$ cat src/sv/hsd_pkg.sv
// Shared widths, reset value and code geometry for the SEC decoder.
// No dependencies; imported by every decoder module.
package hsd_pkg;

	localparam int CW_W   = 62;
	localparam int DATA_W = 56;
	localparam int SYN_W  = 6;
	localparam int DB_W   = 3;
	localparam int R_W    = 3;

	localparam logic [DB_W-1:0] DB_RESET = 3'd4;

	// Syndrome and correction flag handed from the syndrome stage
	typedef struct packed {
		logic [SYN_W-1:0] syndrome;
		logic             corrected;
	} dec_t;

	// Codeword length n for a given data byte count
	function automatic logic [SYN_W-1:0] code_len(input logic [DB_W-1:0] db);
		logic [SYN_W-1:0] n;
		case (db)
			3'd0:    n = 6'd0;
			3'd1:    n = 6'd12;
			3'd2:    n = 6'd21;
			3'd3:    n = 6'd29;
			3'd4:    n = 6'd38;
			3'd5:    n = 6'd46;
			3'd6:    n = 6'd54;
			3'd7:    n = 6'd62;
			default: n = 6'd0;
		endcase
		return n;
	endfunction

	// Number of check bits r for a given data byte count
	function automatic logic [R_W-1:0] chk_bits(input logic [DB_W-1:0] db);
		logic [R_W-1:0] r;
		case (db)
			3'd0:    r = 3'd0;
			3'd1:    r = 3'd4;
			3'd2:    r = 3'd5;
			3'd3:    r = 3'd5;
			default: r = 3'd6;
		endcase
		return r;
	endfunction

	// One-based codeword position of data bit k (k-th non power of two)
	function automatic int data_pos(input int k);
		int cnt;
		int pos;
		cnt = 0;
		pos = 0;
		for (int p = 1; p <= CW_W; p++) begin
			if ((p & (p - 1)) != 0) begin
				if (cnt == k && pos == 0) begin
					pos = p;
				end
				cnt++;
			end
		end
		return pos;
	endfunction

endpackage

$ cat src/sv/hsd_syndrome.sv
// Syndrome tree and single-bit correction for the SEC decoder.
// Depends on hsd_pkg.
module hsd_syndrome
	import hsd_pkg::*;
(
	input  logic [CW_W-1:0]  word,
	input  logic [SYN_W-1:0] n,
	input  logic [R_W-1:0]   r,
	output logic [CW_W-1:0]  fixed,
	output dec_t             dec
);

	logic [CW_W-1:0]  word_m;
	logic [SYN_W-1:0] syn_full;
	logic [SYN_W-1:0] syn_mask;
	logic [SYN_W-1:0] syn;
	logic             hit;
	logic [CW_W-1:0]  flip;

	// Drop bits beyond the codeword length
	always_comb begin
		for (int p = 1; p <= CW_W; p++) begin
			word_m[p-1] = word[p-1] & (SYN_W'(p) <= n);
		end
	end

	// XOR every bit into the syndrome bits its position selects
	always_comb begin
		for (int j = 0; j < SYN_W; j++) begin
			syn_full[j] = 1'b0;
			for (int p = 1; p <= CW_W; p++) begin
				if (((p >> j) & 1) == 1) begin
					syn_full[j] = syn_full[j] ^ word_m[p-1];
				end
			end
			syn_mask[j] = (R_W'(j) < r);
		end
	end

	assign syn = syn_full & syn_mask;
	assign hit = (syn != '0) && (syn <= n);

	// Flip the named bit when it lies inside the codeword
	always_comb begin
		for (int p = 1; p <= CW_W; p++) begin
			flip[p-1] = hit && (syn == SYN_W'(p));
		end
	end

	assign fixed        = word ^ flip;
	assign dec.syndrome = syn;
	assign dec.corrected = hit;

endmodule

$ cat src/sv/hsd_extract.sv
// Data bit extraction: drop check positions, first data bit on top.
// Depends on hsd_pkg.
module hsd_extract
	import hsd_pkg::*;
(
	input  logic [CW_W-1:0]   word,
	input  logic [DB_W-1:0]   db,
	output logic [DATA_W-1:0] data
);

	logic [DATA_W-1:0] rev;
	logic [SYN_W-1:0]  shamt;

	// Wire data positions in reverse order, first data bit at the top
	for (genvar k = 0; k < DATA_W; k++) begin : g_pick
		localparam int Pos = data_pos(k);
		assign rev[DATA_W-1-k] = word[Pos-1];
	end

	// Align the m data bits to the bottom: shift by 8 * (7 - db)
	assign shamt = {3'd7 - db, 3'b000};
	assign data  = rev >> shamt;

endmodule

$ cat src/sv/hamming_sec_decoder.sv
// Shortened Hamming single-error-correcting decoder; depends on hsd_pkg, hsd_syndrome, hsd_extract.
// An accepted beat passes through the input register and then the result register,
// where it waits on the output while out_ready is low.
// Throughput: one beat per cycle while out_ready is high, set by the single
// syndrome/correct/extract pass between the input register and the result register.
// Reset clears both valid flags and loads data_bytes with 4.
module hamming_sec_decoder
	import hsd_pkg::*;
#(
	parameter int MAX_DATA_BYTES = 7
) (
	input  logic              clk,
	input  logic              arst_n,
	input  logic              cfg_we,
	input  logic [DB_W-1:0]   cfg_wdata,
	input  logic              in_valid,
	output logic              in_ready,
	input  logic [CW_W-1:0]   codeword,
	output logic              out_valid,
	input  logic              out_ready,
	output logic [DATA_W-1:0] data,
	output logic [SYN_W-1:0]  syndrome,
	output logic              corrected
);

	logic [DB_W-1:0]   data_bytes_q;
	logic [DB_W-1:0]   eff_db;
	logic              valid_s1;
	logic              valid_s2;
	logic              adv_s1;
	logic              adv_s2;
	logic [CW_W-1:0]   word_s1;
	logic [CW_W-1:0]   fixed;
	dec_t              dec;
	logic [DATA_W-1:0] data_c;
	logic [DATA_W-1:0] data_s2;
	logic [SYN_W-1:0]  syndrome_s2;
	logic              corrected_s2;

	// Configuration register
	always_ff @(posedge clk or negedge arst_n) begin
		if (!arst_n) begin
			data_bytes_q <= DB_RESET;
		end else if (cfg_we) begin
			data_bytes_q <= cfg_wdata;
		end
	end

	// Saturate the byte count
	assign eff_db = (data_bytes_q > DB_W'(MAX_DATA_BYTES)) ? DB_W'(MAX_DATA_BYTES)
		: data_bytes_q;

	// Pipeline advance: a stage loads when empty or when its beat moves on
	assign adv_s2   = valid_s1 && (!valid_s2 || out_ready);
	assign in_ready = !valid_s1 || adv_s2;
	assign adv_s1   = in_valid && in_ready;

	// Hold valid flags
	always_ff @(posedge clk or negedge arst_n) begin
		if (!arst_n) begin
			valid_s1 <= 1'b0;
			valid_s2 <= 1'b0;
		end else begin
			if (in_ready) begin
				valid_s1 <= in_valid;
			end
			if (!valid_s2 || out_ready) begin
				valid_s2 <= valid_s1;
			end
		end
	end

	// Input register
	always_ff @(posedge clk) begin
		if (adv_s1) begin
			word_s1 <= codeword;
		end
	end

	hsd_syndrome u_syndrome (
		.word  (word_s1),
		.n     (code_len(eff_db)),
		.r     (chk_bits(eff_db)),
		.fixed (fixed),
		.dec   (dec)
	);

	hsd_extract u_extract (
		.word (fixed),
		.db   (eff_db),
		.data (data_c)
	);

	// Result register
	always_ff @(posedge clk) begin
		if (adv_s2) begin
			data_s2      <= data_c;
			syndrome_s2  <= dec.syndrome;
			corrected_s2 <= dec.corrected;
		end
	end

	assign out_valid = valid_s2;
	assign data      = data_s2;
	assign syndrome  = syndrome_s2;
	assign corrected = corrected_s2;

endmodule

$ cat config.mk
export PLATFORM = sky130hd
export DESIGN_NAME = hamming_sec_decoder
export DESIGN_NICKNAME = d
export VERILOG_FILES = /design/src/sv/hsd_pkg.sv /design/src/sv/hsd_syndrome.sv /design/src/sv/hsd_extract.sv /design/src/sv/hamming_sec_decoder.sv
export SDC_FILE = /design/constraint.sdc
export NUM_CORES = 1
export LEC_CHECK = 0
export ABC_AREA = 1
export BUFFER_PORTS_ARGS = -buffer_cell sky130_fd_sc_hd__buf_4
export CORE_AREA = 10 10 168 170
export CTS_BUF_LIST = sky130_fd_sc_hd__clkbuf_16
export DETAILED_ROUTE_END_ITERATION = 10
export DIE_AREA = 0 0 178 180
export HOLD_SLACK_MARGIN = 0.08
export PLACE_DENSITY = 0.65
export SLEW_MARGIN = 20
export SYNTH_ARGS = -nofsm -noshare
export SYNTH_HDL_FRONTEND = slang
export SYNTH_SLANG_ARGS = --single-unit
$ cat constraint.sdc
create_clock -name clk -period 5.7 [get_ports clk]
set_clock_uncertainty 0.05 [all_clocks]
set_input_delay 0.855 -clock clk [delete_from_list [all_inputs] [get_ports clk]]
set_output_delay 0.855 -clock clk [all_outputs]
set_load 0.02 [all_outputs]
Yosys cells after proc, flatten, opt, wreduce, memory -nomap -nowiden
Memory sizes are Yosys's and may differ from the RTL's.
Cells that the tools add are included.
{"block": "totals", "ff_bits": 130, "romBits": 48, "in_bits": 70, "out_inout_bits": 65, "memories": 1}
{"block": "classes", "addsub": 1, "n_lt_le_gt_ge": 70, "eq_ne": 65, "shift": 1, "n_mux": 2, "bitwise": 244, "reduce_logical": 72}
{"memory": "(name not given)", "depth": 8, "word_bits": 6, "rd": 1, "rd_clocked_by_memory_dff": 0, "write_ports": 0, "line": "hsd_pkg.sv:22", "source": "case (db)"}
{"cell": "$eq 6x6->1 const B", "count": 31}
{"cell": "$le 6x6->1 const A", "count": 31}
{"cell": "$xor 1x1->1", "count": 180}
{"cell": "$eq 6x5->1 const B", "count": 16}
{"cell": "$le 5x6->1 const A", "count": 16}
{"cell": "$logic_and 1x1->1", "count": 65}
{"cell": "$and 1x1->1", "count": 62}
{"cell": "$xor 62x62->62", "count": 1}
{"cell": "$shr 56x6->56", "count": 1}
{"cell": "$eq 6x4->1 const B", "count": 8}
{"cell": "$le 4x6->1 const A", "count": 8}
{"cell": "$eq 6x3->1 const B", "count": 4}
{"cell": "$le 3x6->1 const A", "count": 4}
{"cell": "$eq 6x2->1 const B", "count": 2}
{"cell": "$le 2x6->1 const A", "count": 2}
{"cell": "$pmux 3 s3", "count": 1}
{"cell": "$and 6x6->6", "count": 1}
{"cell": "$eq 3x2->1 const B", "count": 2}
{"cell": "$eq 6x1->1 const B", "count": 1}
{"cell": "$le 1x6->1 const A", "count": 1}
{"cell": "$le 6x6->1", "count": 1}
{"cell": "$lt 1x3->1 const A", "count": 2}
{"cell": "$lt 2x3->1 const A", "count": 2}
{"cell": "$lt 3x3->1 const A", "count": 2}
{"cell": "9 further kinds", "count": 11}

Logic depth before layout (Yosys ltp)
An unclocked memory read counts as a cell.
{"block": "logic_depth", "word_depth": 41, "ltp_mapped": 38, "depth_no_buf": 35}

Cells and area by module
From an unflattened synthesis, not the netlist that was laid out.
{"block": "hier_totals", "cells_unflattened": 1620, "area_unflattened_um2": 11123.2}
{"module": "hsd_syndrome", "n_inst": 1, "cells_per_inst": 1056, "area_per_inst_um2": 5341.4}
{"module": "hamming_sec_decoder", "n_inst": 1, "cells_per_inst": 156, "area_per_inst_um2": 3991.3}
{"module": "hsd_extract", "n_inst": 1, "cells_per_inst": 408, "area_per_inst_um2": 1790.5}

Worst setup path after synthesis
OpenSTA, ideal clock, no wires.
{"block": "synth_timing", "kind": "input to register", "startpoint": "input port out_ready", "endpoint": "register corrected_s2, in the netlist corrected, enable pin", "setup_ns": 0.505, "arrival_ns": 3.960, "required_time_ns": 5.145, "path_slack_ns": 1.186, "stages": 2, "n_path_buf": 0, "path_cell_list": "inv_1 -> a21oi_1"}
{"block": "synth_between", "elab_chain_len": 2}
{"element": "from (decl)", "line": "hamming_sec_decoder.sv:20", "source": "input logic out_ready,"}
{"element": "$logic_or 1x1->1", "line": "hamming_sec_decoder.sv:54", "source": "assign adv_s2 = valid_s1 && (!valid_s2 || out_ready);"}
{"element": "$logic_and 1x1->1", "line": "hamming_sec_decoder.sv:54"}
{"element": "via adv_s2", "line": "hamming_sec_decoder.sv:31", "source": "logic adv_s2;"}
{"element": "to (signal assigned)", "line": "hamming_sec_decoder.sv:99", "source": "corrected_s2 <= dec.corrected;"}
{"element": "to (decl)", "line": "hamming_sec_decoder.sv:38", "source": "logic corrected_s2;"}
The timed path passes the listed nets, and every way through them passes these cells.
A chain may end at the register's enable or synchronous reset.

==> flow_metrics.env <==
export IMPL_final_util_pct=47.2
export IMPL_via_count=10100
export IMPL_cts_setup_buffers=0
export IMPL_finalSetupViolCount=0
export IMPL_timing_final_ws_setup_ns=0.484
export IMPL_overflow=0
export IMPL_numPortBuffers=134
export IMPL_holdCritPathClass="primary input to async pin"
export IMPL_post_synth_top_area_cell="edfxtp_1"
export IMPL_p_leak_uw=0.00579
export IMPL_worst_ep_arrival_time_ns=5.46
export IMPL_crit_path_start_kind="register"
export IMPL_cp_common_cell="nand2_1"
export IMPL_async_reset_ff_share_pct=3.85
export IMPL_n_antenna_cell=0
export IMPL_cts_htree_levels=4
export IMPL_setup_tns_ns=0
export IMPL_syn_cell_area_um2=9820
export IMPL_finalCritPeriodShare_pct=91.5
export IMPL_tightest_slew_ns=0.803
export IMPL_gr_usage_all_layers_pct=24.8
export IMPL_cts_hold_buf=0
export IMPL_start_util_pct=39.5
export IMPL_nets=1649
export IMPL_first_iter_violations=953
export IMPL_clkLatencyLatePin_ns=0.43
export IMPL_clock_sinks=130
export IMPL_area_growth_pct=19.6
export IMPL_grt_max_degree=64
export IMPL_rsz0062_at_grt="false"
export IMPL_die_area_um2=32000
export IMPL_gp_congestion=1.00
export IMPL_synth_enable_flop_cells=125
export IMPL_reg2reg_slack_ns=0.48
export IMPL_clk_pin_slew_ns=0.06
export IMPL_dpl_hpwl_um=32800
export IMPL_maxSlewHeadroom_pct=46.5
export IMPL_p_per_area_nw_per_um2=351
export IMPL_final_common_cell="nand2_1"
export IMPL_fmax_mhz=192
export IMPL_whs_ns=0.166
export IMPL_reg2reg_depth=33
export IMPL_root_buffer="clkbuf_16"
export IMPL_ys_seq_area_share_pct=39.5
export IMPL_synth_top_area_share_pct=38.2
export IMPL_status="finished clean"
export IMPL_die_h_um=180
export IMPL_core_um2=24900
export IMPL_synth_ff_type="edfxtp_1"
export IMPL_max_cap_violations=0
export IMPL_dpl_worst_slack_ns=0.389
export IMPL_grt_pass1_wl_um=59600
export IMPL_synth_fp_nets=1524
export IMPL_ioPinCount=135
export IMPL_ys_top_cells_by_area="edfxtp_1, nand2_1, nand3_1"
export IMPL_rows=58
export IMPL_layout_common_cells="nand2_1, nand3_1, buf_4, inv_1, edfxtp_1"
export IMPL_crit_type="register to register"
export IMPL_drive_gt1_share_pct=14.4
export IMPL_antenna_found_initial=0
export IMPL_cts_buffer_depth=2
export IMPL_drtPass1Iterations=5
export IMPL_drtAntennaViolNets=0
export IMPL_crit_path_end_kind="register"
export IMPL_ir_worst_vdd_mv=0.167
export IMPL_cp_max_fo=42
export IMPL_synth_distinct_cells=36
export IMPL_cp_slowest_cell="dfstp_2"
export IMPL_cp_required_ns=5.94
export IMPL_grt_pass1_vias=9477
export IMPL_viasPerCell=5.28
export IMPL_cts_inserted_buffers=17
export IMPL_yosys_warnings=0
export IMPL_cts_tree="built"
export IMPL_synth_avg_cell_area_um2=6.78
export IMPL_post_cts_resized=0
export IMPL_wl_per_cell_um=20.9
export IMPL_finalMaxSlewViolations=0
export IMPL_layout_min_cycle_time_ns=5.22
export IMPL_routed_wl_um=40100
export IMPL_synth_seq_cells=130
export IMPL_fp_dieW_um=178
export IMPL_hold_viol_final=0
export IMPL_drc=0
export IMPL_syn_inst=1448
export IMPL_cp_depth=33
export IMPL_crit_buf_inv=5
export IMPL_max_stage_delay_ns=0.69
export IMPL_path_delay_family="simple AND/OR/NAND/NOR gates"
==> stage by stage <==
step	std cells	total power, uW	cell area (um2)
final	1916	4120	11700
after global routing	1916	4330	11700
after CTS	1916	4110	11700
after detailed placement	1884	2950	11100
after global placement	1884	2950	11100
after floorplan	1448	2390	9820
==> where the power goes <==
part	switching (uW)	total [uW]	leakage [uW]	internal, uW
Combinational	1210	1670	0.00423	464
Clock	469	1160	0.000290	692
Sequential	94.2	1290	0.00127	1190
==> cells by family after synthesis <==
logic type	Yosys count	share of synthesized area [%]
xor gates and xnor gates	33	2.94
buffers and inverters	216	9.06
DFF	130	39.5
and+or+nand+nor	996	44.0
adders and majority gates	6	0.764
AOI/OAI and AO/OA	67	3.73
==> layer usage <==
| metal | routed length (um) | vias up | part of all wire (%) | GRT usage, % |
|---|---|---|---|---|
| met1 | 16900 | 4625 | 42 | 32.3 |
| met5 | 0 | - | 0 | 0 |
| met4 | 2200 | 0 | 5.5 | 13.7 |
| met3 | 2850 | 81 | 7.1 | 4.25 |
| li1 | - | 4982 | - | - |
| met2 | 18200 | 434 | 45 | 38.2 |
==> final timing paths <==
| kind | startpoint | end |
|---|---|---|
| max | data_bytes_q[2] | data[34] |
| min | arst_n | out_valid |
| max reg2reg | data_bytes_q[2] | data[34] |
| min reg2reg | valid_s1 | out_valid |
| max in group asynchronous | arst_n | data_bytes_q[2] |
| min in group clk | valid_s1 | out_valid |
==> registers in the layout (all words and copies together) (netlist names) <==
signal	cells
corrected	1
out_valid	1
valid_s1	1
data_bytes_q	3
syndrome	6
data	56
word_s1	62
==> cells in the mapped netlist (2+ instances only) <==
| master | n |
|---|---|
| a21oi_1 | 13 |
| o211ai_1 | 10 |
| nor2_2 | 7 |
| or2_1 | 3 |
| nand2_4 | 3 |
| nor2_4 | 2 |
| nand2_1 | 575 |
| nand3b_1 | 20 |
| nor2_1 | 76 |
| nand3_1 | 277 |
| buf_1 | 5 |
| nand2_2 | 10 |
| inv_1 | 150 |
| xor2_1 | 15 |
| nand4_1 | 19 |
| buf_6 | 4 |
| inv_2 | 17 |
| inv_4 | 2 |
| ha_1 | 6 |
| clkbuf_1 | 17 |
| xnor2_1 | 18 |
| buf_2 | 11 |
| buf_4 | 8 |
| o21ai_1 | 23 |
| clkinv_1 | 2 |
| edfxtp_1 | 125 |
| dfrtp_1 | 4 |
| o21ai_0 | 18 |
==> final cells by class <==
| class | instances | area [um2] |
|---|---|---|
| Inverter | 171 | 647 |
| Clock inverter | 15 | 181 |
| Sequential cell | 130 | 3880 |
| Timing Repair Buffer | 151 | 1130 |
| Fill cell | 2617 | 13100 |
| Tap cell | 330 | 413 |
| Clock buffer | 17 | 425 |
| Multi-Input combinational cell | 1102 | 5060 |
No activity file was read; power rests on OpenSTA's default activity.
